**src/rtl/alfio_cmdq.sv**
```systemverilog
// Two-entry command queue between the front and back parts.
`default_nettype none
module alfio_cmdq #(
    parameter int W = 8
) (
    input  wire logic         i_clk,
    input  wire logic         i_rst_n,
    input  wire logic         i_push,
    input  wire logic [W-1:0] i_data,
    output logic              o_full,
    input  wire logic         i_pop,
    output logic [W-1:0]      o_data,
    output logic              o_empty
);
    logic [W-1:0] r_mem [2];
    logic         r_wr;
    logic         r_rd;
    logic [1:0]   r_cnt;
    logic         do_push;
    logic         do_pop;

    assign o_full  = (r_cnt == 2'd2);
    assign o_empty = (r_cnt == 2'd0);
    assign o_data  = r_mem[r_rd];
    assign do_push = i_push && !o_full;
    assign do_pop  = i_pop && !o_empty;

    always_ff @(posedge i_clk) begin
        if (do_push) r_mem[r_wr] <= i_data;
        if (!i_rst_n) begin
            r_wr  <= 1'b0;
            r_rd  <= 1'b0;
            r_cnt <= 2'd0;
        end else begin
            if (do_push) r_wr <= ~r_wr;
            if (do_pop) r_rd <= ~r_rd;
            r_cnt <= r_cnt + {1'b0, do_push} - {1'b0, do_pop};
        end
    end
endmodule
`default_nettype wire

```
**config.mk**
```make
export PLATFORM = sky130hd
export DESIGN_NAME = alfio_cmdq
export DESIGN_NICKNAME = d
export VERILOG_FILES = /design/src/rtl/alfio_cmdq.sv
export SDC_FILE = /design/constraint.sdc
export NUM_CORES = 1
export LEC_CHECK = 0
export BUFFER_PORTS_ARGS = -buffer_cell sky130_fd_sc_hd__buf_2
export CORE_MARGIN = 2
export CORE_UTILIZATION = 44
export DETAILED_ROUTE_END_ITERATION = 10
export GPL_ROUTABILITY_DRIVEN = 1
export MAX_ROUTING_LAYER = met4
export PLACE_DENSITY = 0.71
export SLEW_MARGIN = 20
export SYNTH_ARGS = -nofsm -noshare
export SYNTH_HDL_FRONTEND = slang
export SYNTH_SLANG_ARGS = --single-unit
```
**constraint.sdc**
```tcl
create_clock -name i_clk -period 1.7 [get_ports i_clk]
set_clock_uncertainty 0.1 [all_clocks]
set_input_delay 0.085 -clock i_clk [delete_from_list [all_inputs] [get_ports i_clk]]
set_output_delay 0.085 -clock i_clk [all_outputs]
set_load 0.05 [all_outputs]
```
# [Yosys cells after proc, flatten, opt, wreduce, memory -nomap -nowiden]
# Memories as Yosys holds them, arrays and structs flattened. A register that Yosys moved wholly into a read port is not among the register bits.
# Cells that the tools add are included.
# W data, S select, Z words.
[op_classes] addsub=2 eq_ne=1 muxes=4 bitwise=2 n_reduce_logical=5
[ops] operator="$mux W1" n=4
[ops] operator="$add A2 B1 Y2" n=1
[ops] operator="$eq A2 B2 Y1 const B" n=1
[ops] operator="$logic_and A1 B1 Y1" n=2
[ops] operator="$logic_not A1 Y1" n=2
[ops] operator="$logic_not A2 Y1" n=1
[ops] operator="$not A1 Y1" n=2
[ops] operator="$sub A2 B1 Y2" n=1
[totals] reg_bits=4 mem_bits_rw=16 inputBits=12 out_inout_bits=10 word_cells=18 mem_count=1
[mem_list] name="r_mem" words=2 word_bits=8 rd=1 rd_clocked_by_memory_dff=1 wr=1 line="15" source="logic [W-1:0] r_mem [2];"

# [Longest topological paths before layout]
[logic_depth] ltp_word=5 ltp_mapped=8 mapped_depth_nobuf=8

# [Worst setup path before layout]
# No wires, ideal clock.
[synth_path] kind="register to register" start="register r_cnt[0]" end="register r_cnt[1]" setup_ns=0.078 t_arrival_ns=1.467 required_time_ns=1.522 path_slack_ns=0.055 stages_incl_launch_ff=9 path_buffers=0 period_less_slack_ns=1.645 cell_sequence="dfxtp_1 > nand2b_1 > nand2_1 > ha_1 > inv_1 > ha_1 > xor2_1 > and2_2 > nor3_1"
[synth_between] elab_chain_len=5 word_cells_on_any_way=8 cone_classes="add/sub (2); eq/ne (1); reduce/logical (5)"
[synth_lines] item="from (decl)" line="18" source="logic [1:0] r_cnt;"
[synth_lines] item="from (signal assigned)" line="37" source="r_cnt <= r_cnt + {1'b0, do_push} - {1'b0, do_pop};"
[synth_lines] item="$eq A2 B2 Y1" line="22" source="assign o_full = (r_cnt == 2'd2);"
[synth_lines] item="$logic_not A1 Y1" line="25" source="assign do_push = i_push && !o_full;"
[synth_lines] item="$logic_and A1 B1 Y1" line="25"
[synth_lines] item="$add A2 B1 Y2" line="37"
[synth_lines] item="$sub A2 B1 Y2 *" line="37"
# Every way passes the cells marked *; elsewhere a longest branch is shown, timed or not.
# A chain may end at the register's enable or synchronous reset.

# [Worst setup path after layout]
[layout_path] start="register r_cnt[1]" end="register r_cnt[1]"
[layout_between] word_cells_on_any_way=8 cone_classes="add/sub (2); eq/ne (1); reduce/logical (5)"
[layout_rtl] item="$logic_not A2 Y1" line="23" source="assign o_empty = (r_cnt == 2'd0);"
[layout_rtl] item="$logic_not A1 Y1" line="26" source="assign do_pop = i_pop && !o_empty;"
[layout_rtl] item="$logic_and A1 B1 Y1" line="26"
[layout_rtl] item="named net do_pop" line="20" source="logic do_pop;"
[layout_rtl] item="$sub A2 B1 Y2" line="37"
# The timed path passes the listed nets, and every way through them passes these cells.

==> impl_metrics.py <==
metrics = {
    "placed_design": {
        "pre_cts_ws_ps": -62.6,
        "portBuffers": 21,
        "gp_congestion": 0.673,
        "dp.cells": 99,
        "dp_hpwl_um": 911,
    },
    "yosys": {
        "synth_top_family_by_area": "multiplexers",
        "syn_area_sq_um": 812,
        "yosys_warnings": 0,
        "synth-seq-area-share_pct": 71.5,
        "synth_compound_area_share_pct": 1.08,
        "ys_ff_latch": 21,
        "yosys.area_share.simple_pct": 7.86,
        "synth-xor-area-share_pct": 2.16,
        "synth_area_per_cell_sq_um": 15.6,
        "synth_mux_area_share_pct": 12.3,
        "netlist-cell-type-count": 17,
        "synth_nets": 66,
        "synthAdderAreaFrac_pct": 3.08,
        "synthCells": 52,
    },
    "worst_setup_path": {
        "path_class": "flop to flop",
        "cp-endpoint": "r_cnt[1]",
        "startpoint": "r_cnt[1]",
        "cp-start-kind": "flop",
        "reg2regPathDepth": 7,
        "reg2reg_slack_ps": 60,
        "end_kind": "flop",
        "cp_max_fo": 3,
        "r2r-start": "r_cnt[1]",
        "reg2reg_to": "r_cnt[1]",
        "crit_arrival_ps": 1750,
        "cp.required_ps": 1810,
    },
    "clock_network": {
        "clkSinkCount": 21,
        "clock-root-buffer": "clkbuf_4",
        "cts_buffer_depth": 2,
        "insertion_delay_ps": 280,
        "clkSlewWorstSetupHoldPaths_ps": 100,
        "tritoncts": "yes",
        "numCtsBuffers": 3,
        "htreeDepth": 1,
    },
    "cells_and_area": {
        "nFillCells": 144,
        "finalNonFillerCells": 115,
        "layout.nets": 105,
        "drive_gt1_share_pct": 52.2,
        "diodes": 0,
        "area_growth_pct": 41.6,
    },
    "drt": {
        "drc_errors": 0,
        "wl_um": 1390,
        "wl_per_cell_um": 12.1,
        "vias": 517,
        "detail-route-antenna-nets": 0,
        "avgViaCountPerCell": 4.50,
        "first_iter_violations": 7,
        "first_pass_iters": 4,
    },
    "global_route": {
        "grtUsageTotal_pct": 14.2,
        "grt_pass1_vias": 491,
        "grt_first_pass_wirelength_um": 2060,
        "antenna_found_initial": 0,
        "grt_max_degree": 12,
        "grt_overflow_total": 0,
    },
    "timing": {
        "setup_slack_ps": 64.2,
        "tightestPinTransition_ps": 393,
        "drv_slew": 0,
        "fmax_mhz": 611,
        "finalSetupViolations": 0,
        "finalCritPeriodShare_pct": 96.2,
        "relSlewSlack_pct": 73.8,
        "rsz0062_at_grt": "no",
        "period_needed_ps": 1640,
        "worst_hold_slack_ps": 104,
        "timing.final.hold_violations": 0,
        "setup_tns_ps": 0,
    },
    "floorplanning": {
        "initial_core_util_pct": 47.0,
        "dieArea_sq_mm": 0.00221,
        "die_width_um": 47.0,
        "die_height_um": 47.0,
        "rows": 15,
        "core_sq_mm": 0.00173,
        "num_io_pins": 22,
    },
    "outcome": {
        "status": "finished clean",
    },
    "min_path": {
        "hold_class": "input pin to flop",
    },
    "power": {
        "power_density_mw_per_mm2": 1610,
        "ir_drop_uv": 1040,
        "leakagePower_uw": 0.000474,
        "total_power_uw": 1850,
    },
    "job": {
        "max_cap_violations": 0,
    },
}
[cells by family after synthesis]
family	after synthesis
muxes	9
DFF	21
buffers and inverters	4
AOI/OAI and AO/OA	1
adders and majority gates	2
and+or+nand+nor	13
xor gates and xnor gates	2
[critical path, cell delays in order, from the launching register on]
cell and delay [ps]:
dfxtp_4 380, o21a_4 230, ha_4 250, inv_1 30, ha_2 170, xor2_2 170, and2_4 140, nor3_2 90
[power by group]
part | total, uW | internal [uW] | switching (uW)
Combinational | 868 | 328 | 540
Sequential | 764 | 683 | 81.8
Clock | 220 | 90.9 | 129
Total | 1850 | 1100 | 751
[cell usage after synthesis, drive strengths merged]
library cell	number	area (sq um)
and2	2	13.8
inv	3	11.3
mux2	8	90.1
nand2b	2	12.5
nor3	1	5.00
o21a	1	8.76
ha	2	25.0
nand2	2	7.51
buf	1	5.00
and3	1	6.26
xor2	1	8.76
dfxtp	5	100
mux2i	1	10.0
xnor2	1	8.76
edfxtp	16	480
nor2	5	18.8
[what timing repair did]
item / 4_1_cts / 5_1_grt
pin swaps: 1 / 4
gates cloned: 0 / 0
endpoints found under the hold margin: 19 / 0
resized for setup: 6 / 6
hold buffers: 9 / 0
buffers inserted: 1 / 2
setup endpoints to repair: 1 / 1
[routing by layer]
layer,track usage (%),vias up,share of wire (%)
met1,14.3,244,38
li1,-,260,-
met4,3.33,0,0
met3,3.46,0,4.5
met2,27.1,13,57
met5,-,-,0
[how the worst min path moves through the flow]
stage	from	end	slack [ps]	depth (start not counted)
4_1_cts	i_push	r_wr	90	4
6_report	i_push	r_wr	100	4
3_5_place_dp	i_data[7]	r_mem[0][7]	180	1
2_1_floorplan	i_data[0]	r_mem[0][0]	80	0
5_1_grt	i_push	r_wr	110	4
3_3_place_gp	i_data[6]	r_mem[0][6]	170	1
[sequential cells by signal, summed over array words and instances (netlist names), named ones only]
name,cells
r_mem,16
r_cnt,2
r_rd,1
r_wr,1
[metrics by stage]
step / instance area, sq um / util (%)
6_report: 1150 / 66.6
5_1_grt: 1150 / 66.6
4_1_cts: 1110 / 64.1
3_5_place_dp: 958 / 55.5
3_3_place_gp: 958 / 55.5
2_1_floorplan: 812 / -
[layout make-up]
type                            instances  area [sq um]  share of cell area (%)
Clock buffer                            4          26.3                    2.29
Inverter                                3          11.3                   0.979
Tap cell                               25          31.3                    2.72
Timing Repair Buffer                   35           233                    20.2
Sequential cell                        21           588                    51.1
Multi-Input combinational cell         27           260                    22.6
[placed cells by master (no fill, tap or decap), types with 2 or more instances in the layout]
cell type,netlist,routed
mux2_2,8,8
dfxtp_4,0,2
buf_2,1,21
buf_4,0,5
edfxtp_1,16,16
clkbuf_4,0,3
dfxtp_1,5,3
inv_1,3,3
nor2_1,5,5
dlygate4sd3_1,0,9
No activity file was read; power rests on OpenSTA's default activity.
