**src/rtl/alfio_pkg.sv**
```systemverilog
// Shared types, constants and sample arithmetic for the fade block.
`default_nettype none
package alfio_pkg;

    localparam int DELAY_DEPTH_DEF   = 4096;
    localparam int GAIN_ROM_BITS_DEF = 10;
    localparam int MAX_CHANNELS      = 4;
    localparam int LANES             = 4;
    localparam int SW                = 16;

    localparam logic [1:0] FMT_U8  = 2'd0;
    localparam logic [1:0] FMT_S8  = 2'd1;
    localparam logic [1:0] FMT_U16 = 2'd2;
    localparam logic [1:0] FMT_S16 = 2'd3;

    localparam logic [2:0] CFG_CHANNELS = 3'd0;
    localparam logic [2:0] CFG_FORMAT   = 3'd1;
    localparam logic [2:0] CFG_FI_LEN   = 3'd2;
    localparam logic [2:0] CFG_FO_LEN   = 3'd3;
    localparam logic [2:0] CFG_FI_STEP  = 3'd4;
    localparam logic [2:0] CFG_FO_STEP  = 3'd5;

    localparam logic [16:0] GAIN_ONE    = 17'd65536;
    localparam logic [24:0] UNITY_PHASE = 25'd16777216;
    localparam logic [24:0] LIN_LIMIT   = 25'd1677722;
    localparam logic [15:0] LIN_SLOPE   = 16'd41943;
    localparam logic [24:0] PHASE_MAX   = 25'h1FFFFFF;
    localparam logic [16:0] POS_MAX     = 17'h1FFFF;

    typedef struct packed {
        logic [2:0]  channel_count;
        logic [1:0]  sample_format;
        logic [15:0] fade_in_length;
        logic [12:0] fade_out_length;
        logic [24:0] fade_in_phase_step;
        logic [24:0] fade_out_phase_step;
    } t_cfg;

    function automatic logic [2:0] eff_channels(logic [2:0] c);
        logic [2:0] r;
        r = c;
        if (r == 3'd0) r = 3'd1;
        if (r > 3'(MAX_CHANNELS)) r = 3'(MAX_CHANNELS);
        return r;
    endfunction

    function automatic logic [15:0] decode(logic [15:0] w, logic [1:0] fmt);
        logic [15:0] r;
        unique case (fmt)
            FMT_U8:  r = {~w[7], w[6:0], 8'h00};
            FMT_S8:  r = {w[7:0], 8'h00};
            FMT_U16: r = {~w[15], w[14:0]};
            default: r = w;
        endcase
        return r;
    endfunction

    function automatic logic [15:0] apply_gain(logic [15:0] v, logic [16:0] g);
        logic [15:0] m;
        logic [32:0] p;
        logic [16:0] q;
        m = v[15] ? 16'(-v) : v;
        p = {17'd0, m} * {16'd0, g};
        q = p[32:16];
        return v[15] ? 16'(-q) : q[15:0];
    endfunction

    function automatic logic [15:0] encode(logic [15:0] v, logic [1:0] fmt);
        logic        sgn;
        logic        wrd;
        logic [15:0] m;
        logic [14:0] k;
        logic [30:0] prod;
        logic [30:0] up;
        logic [15:0] q;
        logic [15:0] s;
        logic [15:0] r;
        sgn  = (fmt == FMT_S8) || (fmt == FMT_S16);
        wrd  = (fmt == FMT_U16) || (fmt == FMT_S16);
        m    = v[15] ? 16'(-v) : v;
        k    = wrd ? 15'd32767 : 15'd127;
        prod = {15'd0, m} * {16'd0, k};
        up   = (v[15] && !sgn) ? prod + 31'd32767 : prod;
        q    = up[30:15];
        s    = v[15] ? 16'(-q) : q;
        r    = sgn ? s : s + (wrd ? 16'h8000 : 16'h0080);
        return wrd ? r : {8'h00, r[7:0]};
    endfunction

    // exp(-x) series per ROM entry, evaluated at elaboration only
    function automatic logic [16:0] gain_rom_entry(int unsigned k, int unsigned bits);
        logic [63:0] q;
        logic [63:0] t;
        logic [63:0] x;
        logic [63:0] term;
        logic [63:0] pos;
        logic [63:0] neg;
        logic [63:0] e;
        q    = (64'd1 << bits) - 64'(k);
        t    = (q * 64'd725686) >> bits;
        x    = ((t & 64'hFFFF) * 64'd45426) >> 16;
        term = 64'd1 << 30;
        pos  = term;
        neg  = 64'd0;
        for (int n = 1; n <= 12; n++) begin
            term = ((term * x) >> 16) / 64'(n);
            if (n % 2 == 1) neg = neg + term;
            else pos = pos + term;
        end
        e = ((pos - neg) >> 14) >> (t >> 16);
        return e[16:0];
    endfunction

endpackage
`default_nettype wire

```
**src/rtl/alfio_front.sv**
```systemverilog
// Front part: takes items, applies fade-in, steps the ring pointers, issues commands.
`default_nettype none
module alfio_front #(
    parameter int DELAY_DEPTH   = alfio_pkg::DELAY_DEPTH_DEF,
    parameter int GAIN_ROM_BITS = alfio_pkg::GAIN_ROM_BITS_DEF,
    parameter int AW            = $clog2(DELAY_DEPTH),
    parameter int CMDW          = 1
) (
    input  wire logic              i_clk,
    input  wire logic              i_rst_n,
    input  wire alfio_pkg::t_cfg   i_cfg,
    input  wire logic              i_clearing,
    input  wire logic              i_push,
    input  wire logic              i_opcode,
    input  wire logic [15:0]       i_sample_0,
    input  wire logic [15:0]       i_sample_1,
    input  wire logic [15:0]       i_sample_2,
    input  wire logic [15:0]       i_sample_3,
    output logic                   o_full,
    output logic                   o_cmd_push,
    output logic [CMDW-1:0]        o_cmd,
    input  wire logic              i_cmd_full
);
    import alfio_pkg::*;

    localparam int CW       = (AW + 1 > 13) ? AW + 1 : 13;
    localparam int ROM_SIZE = 1 << GAIN_ROM_BITS;

    typedef struct packed {
        logic                  pass;
        logic                  rd_en;
        logic                  wr_en;
        logic [AW-1:0]         addr;
        logic [LANES*SW-1:0]   data;
        logic [16:0]           gain;
        logic                  last;
    } t_cmd;

    typedef logic [16:0] t_rom [ROM_SIZE];

    function automatic t_rom build_rom();
        t_rom r;
        for (int k = 0; k < ROM_SIZE; k++) r[k] = gain_rom_entry(k, GAIN_ROM_BITS);
        return r;
    endfunction

    localparam t_rom GainRom = build_rom();

    localparam logic [1:0] S_IDLE = 2'd0;
    localparam logic [1:0] S_GAIN = 2'd1;
    localparam logic [1:0] S_WORK = 2'd2;
    localparam logic [1:0] S_PUSH = 2'd3;

    logic [1:0]        r_state;
    logic              r_op;
    logic [15:0]       r_raw [LANES];
    logic [16:0]       r_gain;
    logic [AW-1:0]     r_wp;
    logic [AW-1:0]     r_rp;
    logic [16:0]       r_fi_pos;
    logic [24:0]       r_fi_phase;
    logic [CW-1:0]     r_dp;
    logic [24:0]       r_fo_phase;
    t_cmd              r_cmd;

    logic [24:0]       ph;
    logic [36:0]       lin_prod;
    logic [16:0]       gain_calc;
    logic [CW-1:0]     len;
    logic [CW-1:0]     l;
    logic [AW-1:0]     wp0;
    logic [AW-1:0]     rp0;
    logic [CW-1:0]     wp_inc;
    logic [CW-1:0]     rp_inc;
    logic [AW-1:0]     wp1;
    logic [AW-1:0]     rp_nxt;
    logic              hit;
    logic              fading;
    logic [2:0]        nch;
    logic [LANES*SW-1:0] frame;
    logic [15:0]       v;
    logic [25:0]       fi_sum;
    logic              drain_act;
    logic [CW-1:0]     dp_inc;

    assign o_full     = (r_state != S_IDLE) || i_clearing;
    assign o_cmd_push = (r_state == S_PUSH);
    assign o_cmd      = r_cmd;

    always_comb begin
        ph        = r_op ? r_fo_phase : r_fi_phase;
        lin_prod  = {16'd0, ph[20:0]} * {21'd0, LIN_SLOPE};
        if (ph >= UNITY_PHASE) gain_calc = GAIN_ONE;
        else if (ph < LIN_LIMIT) gain_calc = {10'd0, lin_prod[36:30]};
        else gain_calc = GainRom[ph[23 -: GAIN_ROM_BITS]];
    end

    always_comb begin
        len    = CW'(i_cfg.fade_out_length);
        l      = (len > CW'(DELAY_DEPTH)) ? CW'(DELAY_DEPTH) : len;
        wp0    = (CW'(r_wp) >= l) ? '0 : r_wp;
        rp0    = (CW'(r_rp) >= l) ? '0 : r_rp;
        wp_inc = CW'(wp0) + CW'(1);
        rp_inc = CW'(rp0) + CW'(1);
        wp1    = (wp_inc >= l) ? '0 : wp_inc[AW-1:0];
        rp_nxt = (rp_inc >= l) ? '0 : rp_inc[AW-1:0];
        hit    = (wp1 == rp0);
        fading = r_fi_pos < {1'b0, i_cfg.fade_in_length};
        nch    = eff_channels(i_cfg.channel_count);
        for (int c = 0; c < LANES; c++) begin
            v = (3'(c) < nch) ? decode(r_raw[c], i_cfg.sample_format) : 16'd0;
            frame[c*SW +: SW] = fading ? apply_gain(v, r_gain) : v;
        end
        fi_sum    = {1'b0, r_fi_phase} + {1'b0, i_cfg.fade_in_phase_step};
        drain_act = (l != '0) && (r_dp < l);
        dp_inc    = r_dp + CW'(1);
    end

    always_ff @(posedge i_clk) begin
        if (r_state == S_IDLE && i_push && !o_full) begin
            r_op     <= i_opcode;
            r_raw[0] <= i_sample_0;
            r_raw[1] <= i_sample_1;
            r_raw[2] <= i_sample_2;
            r_raw[3] <= i_sample_3;
        end
        if (r_state == S_GAIN) r_gain <= gain_calc;
        if (r_state == S_WORK) begin
            r_cmd.pass  <= !r_op && (l == '0);
            r_cmd.rd_en <= hit;
            r_cmd.wr_en <= (l != '0);
            r_cmd.addr  <= wp1;
            r_cmd.data  <= r_op ? '0 : frame;
            r_cmd.gain  <= r_op ? r_gain : GAIN_ONE;
            r_cmd.last  <= r_op && (dp_inc == l);
        end
        if (!i_rst_n) begin
            r_state    <= S_IDLE;
            r_wp       <= '0;
            r_rp       <= '0;
            r_fi_pos   <= '0;
            r_fi_phase <= '0;
            r_dp       <= '0;
            r_fo_phase <= UNITY_PHASE;
        end else begin
            unique case (r_state)
                S_IDLE: if (i_push && !o_full) r_state <= S_GAIN;
                S_GAIN: r_state <= S_WORK;
                S_WORK: begin
                    if (!r_op) begin
                        if (fading) r_fi_phase <= (fi_sum > {1'b0, PHASE_MAX}) ?
                                                  PHASE_MAX : fi_sum[24:0];
                        if (r_fi_pos < POS_MAX) r_fi_pos <= r_fi_pos + 17'd1;
                        if (l != '0) begin
                            r_wp <= wp1;
                            r_rp <= hit ? rp_nxt : rp0;
                        end
                        r_state <= S_PUSH;
                    end else if (drain_act) begin
                        r_dp <= dp_inc;
                        r_wp <= wp1;
                        r_rp <= hit ? rp_nxt : rp0;
                        if (hit) r_fo_phase <= (r_fo_phase > i_cfg.fade_out_phase_step) ?
                                 r_fo_phase - i_cfg.fade_out_phase_step : '0;
                        r_state <= S_PUSH;
                    end else begin
                        r_state <= S_IDLE;
                    end
                end
                S_PUSH: if (!i_cmd_full) r_state <= S_IDLE;
                default: r_state <= S_IDLE;
            endcase
        end
    end
endmodule
`default_nettype wire

```
**config.mk**
```make
export PLATFORM = sky130hd
export DESIGN_NAME = alfio_front
export DESIGN_NICKNAME = d
export VERILOG_FILES = /design/src/rtl/alfio_pkg.sv /design/src/rtl/alfio_front.sv
export SDC_FILE = /design/constraint.sdc
export NUM_CORES = 1
export LEC_CHECK = 0
export BUFFER_PORTS_ARGS = -buffer_cell sky130_fd_sc_hd__buf_2
export CAP_MARGIN = 20
export CORE_UTILIZATION = 38
export CTS_CLUSTER_SIZE = 24
export DETAILED_ROUTE_END_ITERATION = 7
export PLACE_DENSITY = 0.87
export SYNTH_ARGS = -nofsm -noshare
export SYNTH_HDL_FRONTEND = slang
export SYNTH_SLANG_ARGS = --single-unit
```
**constraint.sdc**
```tcl
create_clock -name i_clk -period 4.1 [get_ports i_clk]
set_clock_uncertainty 0.15 [all_clocks]
set_input_delay 0.82 -clock i_clk [delete_from_list [all_inputs] [get_ports i_clk]]
set_output_delay 0.82 -clock i_clk [all_outputs]
set_load 0.01 [all_outputs]
```
* Yosys cells after proc, flatten, opt, wreduce, memory -nomap -nowiden
Cells that the tools add are included.
** Storage, ports and cells
- Input port bits :: 154
- Output and inout port bits :: 3
- Register bits :: 17
** Operators by class
- Magnitude comparators :: 2
- Mux-type cells :: 6
- Add/subtract/negate cells :: 1
- Reduce and logical (&&, ||, !) cells :: 12
- Equality and inequality tests :: 6
** Operators by type and width (number)
- $add 13x1->13 const B :: 1
- $eq 13x13->1 :: 1
- $gt 13x13->1 const B :: 1
- $lt 13x13->1 :: 1
- $mux 13 :: 1
- $reduce_bool 13->1 :: 1
- $mux 2 :: 4
- $pmux 2 s4 :: 1
- $logic_and 1x1->1 :: 5
- $eq 2x2->1 const B :: 2
- $reduce_and 3->1 :: 1
- $eq 2x1->1 const B :: 1
- $logic_not 2->1 :: 1
- $ne 2x1->1 const B :: 1
- $ne 2x2->1 const B :: 1
- $reduce_and 2->1 :: 1
- $reduce_bool 2->1 :: 1
- $logic_not 1->1 :: 1
- $logic_or 1x1->1 :: 1

* Longest topological paths before layout
- Depth in word-level cells :: 7
- Gate-level depth with buffers :: 12
- Depth with buffers taken out :: 9

* Worst setup path before layout
Ideal clock, no wire load.
- Kind :: input to register
- Start :: input i_cfg[62] in the netlist's numbering
- End :: register r_dp[1]
- Cell stages on the path :: 12
- Data required time :: 3.822 ns
- Arrival time :: 2.707 ns
- Path buffers :: 3
- Setup slack :: 1.115 ns
- Library setup time :: 0.128 ns
- Cell sequence :: clkbuf_1 inv_2 nand2_1 ha_1 nand2_1 nor3_1 o311ai_1 nand3b_1 clkbuf_1 buf_2 mux2i_1 nor2_1
** Between the ends
- Cells in the longest elaborated chain, start to end :: 5
- Elaborated cells on any way between the ends :: 6
** Ends and longest elaborated chain
- start: declaration :: line alfio_front.sv:11 : input wire alfio_pkg::t_cfg i_cfg,
- $gt 13x13->1 :: line alfio_front.sv:100 : l = (len > CW'(DELAY_DEPTH)) ? CW'(DELAY_DEPTH) : len;
- $mux 13 * :: line alfio_front.sv:100
- $lt 13x13->1 or $reduce_bool 13->1 (tied branches)
- $logic_and 1x1->1 * :: line alfio_front.sv:115 : drain_act = (l != '0) && (r_dp < l);
- $reduce_and 3->1 (no line) *
- end signal: assignment :: line alfio_front.sv:160 : r_dp <= dp_inc;
- end: declaration :: line alfio_front.sv:62 : logic [CW-1:0] r_dp;
Every way passes the cells marked *; elsewhere a longest branch is shown, timed or not.
A chain may end at the register's enable or synchronous reset.

* Worst setup path after layout
- Start :: input i_cfg[62] in the netlist's numbering
- End :: register r_dp[6]
The elaborated chain is that of the path after synthesis.

==> metrics.md <==
| Metric | Value |
|---|---|
| Outcome | finished clean |
| DRT antenna net count | 0 |
| Setup_tns | 0 ns |
| Synth warnings | 0 |
| Final Setup Violations | 0 |
| Syn Inst Count | between 150 and 200 |
| Initial antenna violation count | 0 |
| Cell taking the most area after synthesis | dfxtp_1 |
| Min Tclk post-route | 2.955 ns |
| Most frequent cells in the layout | nand2_1 (22), buf_2 (21), a21oi_1 (18) |
| R2R depth | 7 |
| Max incr delay on CP | approximately 0.40 ns |
| Pwr Total | around 0.00038 W |
| Max VDD drop | roughly 0.11 mV |
| Fin Hold WS | around 0.38 ns |
| Clock buffer count from CTS | 3 |
| Placed Area | ~0.0016 mm2 |
| Synth Flop Type | dfxtp_1 |
| CTS tree | yes |
| RePlAce Congestion | roughly 0.84 |
| Largest net degree at the start of global routing | 15 |
| Leakage | 0.6770 nW |
| Commonest non-fill, non-tap cell in the layout | nand2_1 |
| Total GRT Usage | 0.1835 |
| Mapped Nets | between 300 and 400 |
| Drt pass-1 iters | 4 |
| Number of vias in the routed layout | between 1000 and 1500 |
| Max-cap violation count | 0 |
| Rel. slew slack | 0.7011 |
| Buffer depth of the longest clock path | 2 |
| Vias per Instance | 5.547 |
| Number of synthesized flops with an enable pin | 2 |
| Htree depth | 1 |
| ANT cells | 0 |
| Crit-path cells | buf_2 > inv_2 > nand2_1 > ha_1 > a21oi_1 > a2bb2oi_1 > o2111ai_1 > nand3b_1 > buf_4 > or4_1 > a21oi_1 |
| Maximum clock rate | around 0.34 GHz |
| Most common cell on crit path | a21oi_1 |
| Required time worst endpoint | slightly above 4 ns |
| DIE AREA | just over 0.004 mm2 |
| Dpl hpwl | around 2.8 mm |
| DR WL/cell | 13.94 um |
| CP max stage cell | or4_1 |
| # rows | 22 |
| Cell count along the critical path | 11 |
| RSZ-0062 raised after global routing | no |
| Final WL | approximately 3.6 mm |
| Crit path launch type | input pin |
| Die H | about 64 um |
| CP max FO | 14 |
| Worst hold path type | reg2reg |
| Setup CP Type | in2reg |
| Yosys top cell area share | 0.2032 |
| Post-cts resize count | 0 |
| Least-Margin Pin Slew | about 0.44 ns |
| Period utilization | 0.7208 |
| Layout area overhead | 13.89% |
| Yosys reg bits | 17 |
| DRT iter0 DRCs | 80 |
| PD cells | about 220 mW/mm2 |
| Synth Cell Area | between 0.001 and 0.0015 mm2 |
| Vias in the first global route | 1276 |
| Delay-heaviest family, CP | simple AND/OR/NAND/NOR gates |
| Core Box Area | about 0.0037 mm2 |
| CP arrival | ~3 ns |
| Synth cell types | 39 |
| Sequential area share after synthesis | 0.2439 |
| Clock sinks | 17 |
| Die width | approximately 64 um |
| Final Instance Area | 0.001683 mm2 |
| Endpoint class of the critical path | register |
| Synth Area per Inst | 7.944 um2 |
| Crit path buffers/inverters | 3 |
| Residual DRC | 0 |
| I/O Buffers | 21 |
| Hold_buf cts | 0 |
| Post-CTS Setup Bufs | 0 |
| Clock slew at reported path FFs | around 0.070 ns |
| Ports | between 150 and 200 |
| Worst skew pair latency | about 0.26 ns |
| Fraction of registers with async set/reset | 0 |
| Grt ovf | 0 |
| Layout cells sized above 1 | 0.1779 |
| Final hold vios | 0 |
| Nets | roughly 380 |
| Pins Over Slew Limit | 0 |
| Hold Path Stages | 2 |
| Starting Density | 0.4006 |
| Synth area leaders | dfxtp_1 (20%), ha_1 (12%), a21oi_1 (6.1%) |
| First-pass GRT wire length | 5.823 mm |
| Root Driver | clkbuf_8 |
-- registers in the layout, indices dropped and copies added, names as in the netlist --
| name | flops |
|---|---|
| r_state | 2 |
| r_dp | 13 |
| r_op | 1 |
| o_cmd | 1 |
-- kinds of logic after synthesis --
kind of cell               after synthesis  synth area share
and+or+nand+nor                         78            0.2921
AOI/OAI and AO/OA                       43            0.1761
DFF                                     17            0.2439
xor gates and xnor gates                16            0.1041
buffers and inverters                   14           0.03725
adders and majority gates               14            0.1185
muxes                                    4           0.02794
-- path summary, 6_finish.rpt --
| path | from | to | slack, ns |
|---|---|---|---|
| worst max-delay path | i_cfg[62] | r_dp[6] | 1.14 |
| worst min-delay path | r_dp[12] | r_dp[12] | 0.38 |
| worst max register to register | r_dp[1] | o_cmd | 1.63 |
| worst min register to register | r_dp[12] | r_dp[12] | 0.38 |
-- power by group --
group          internal (W)  total (W)  switching (W)
clock             0.0000676   0.000130      0.0000620
combinational     0.0000309  0.0000699      0.0000390
sequential         0.000173   0.000176     0.00000348
total              0.000271   0.000376       0.000104
-- metal layers --
metal	GRT usage	part of all wire
met5	0	0
met4	0.03333	0.012
met3	0.04821	0.082
met2	0.2921	0.45
met1	0.2481	0.45
-- cell type report --
type | instances | area [um2]
Multi-Input combinational cell | 155 | 1062
Tap cell | 48 | 60.06
Sequential cell | 17 | 360.3
Inverter | 9 | 33.78
Fill cell | 363 | 2006
Timing Repair Buffer | 23 | 120.1
Clock buffer | 3 | 41.29
Clock inverter | 1 | 5.005
-- stage by stage --
step / util / setup WS (ns) / cells
after CTS: 0.4562 / 1.164 / 256
after detailed placement: 0.4437 / 0.9058 / 252
final: 0.4562 / 1.145 / 256
after global routing: 0.4562 / 0.9680 / 256
after floorplan: - / 1.115 / 186
after global placement: 0.4437 / 0.9555 / 252
-- worst min-delay path: stages (launching register included) --
cell     delay [ns]
dfxtp_1        0.35
o21ai_0        0.08
a21oi_1        0.06
-- Yosys cell counts, types with 3 or more instances --
library cell  count
nand2_1          22
a21oi_1          18
dfxtp_1          15
ha_1             14
o21ai_0          12
nor2_1           10
xnor2_1          10
or3_1             9
inv_1             8
nand2b_1          7
nand3_1           7
xor2_1            5
nor2b_1           4
nor3_1            4
nor4_1            4
o31ai_1           4
clkbuf_1          3
mux2i_1           3
or4_1             3
(Power assumes the default switching activity.)
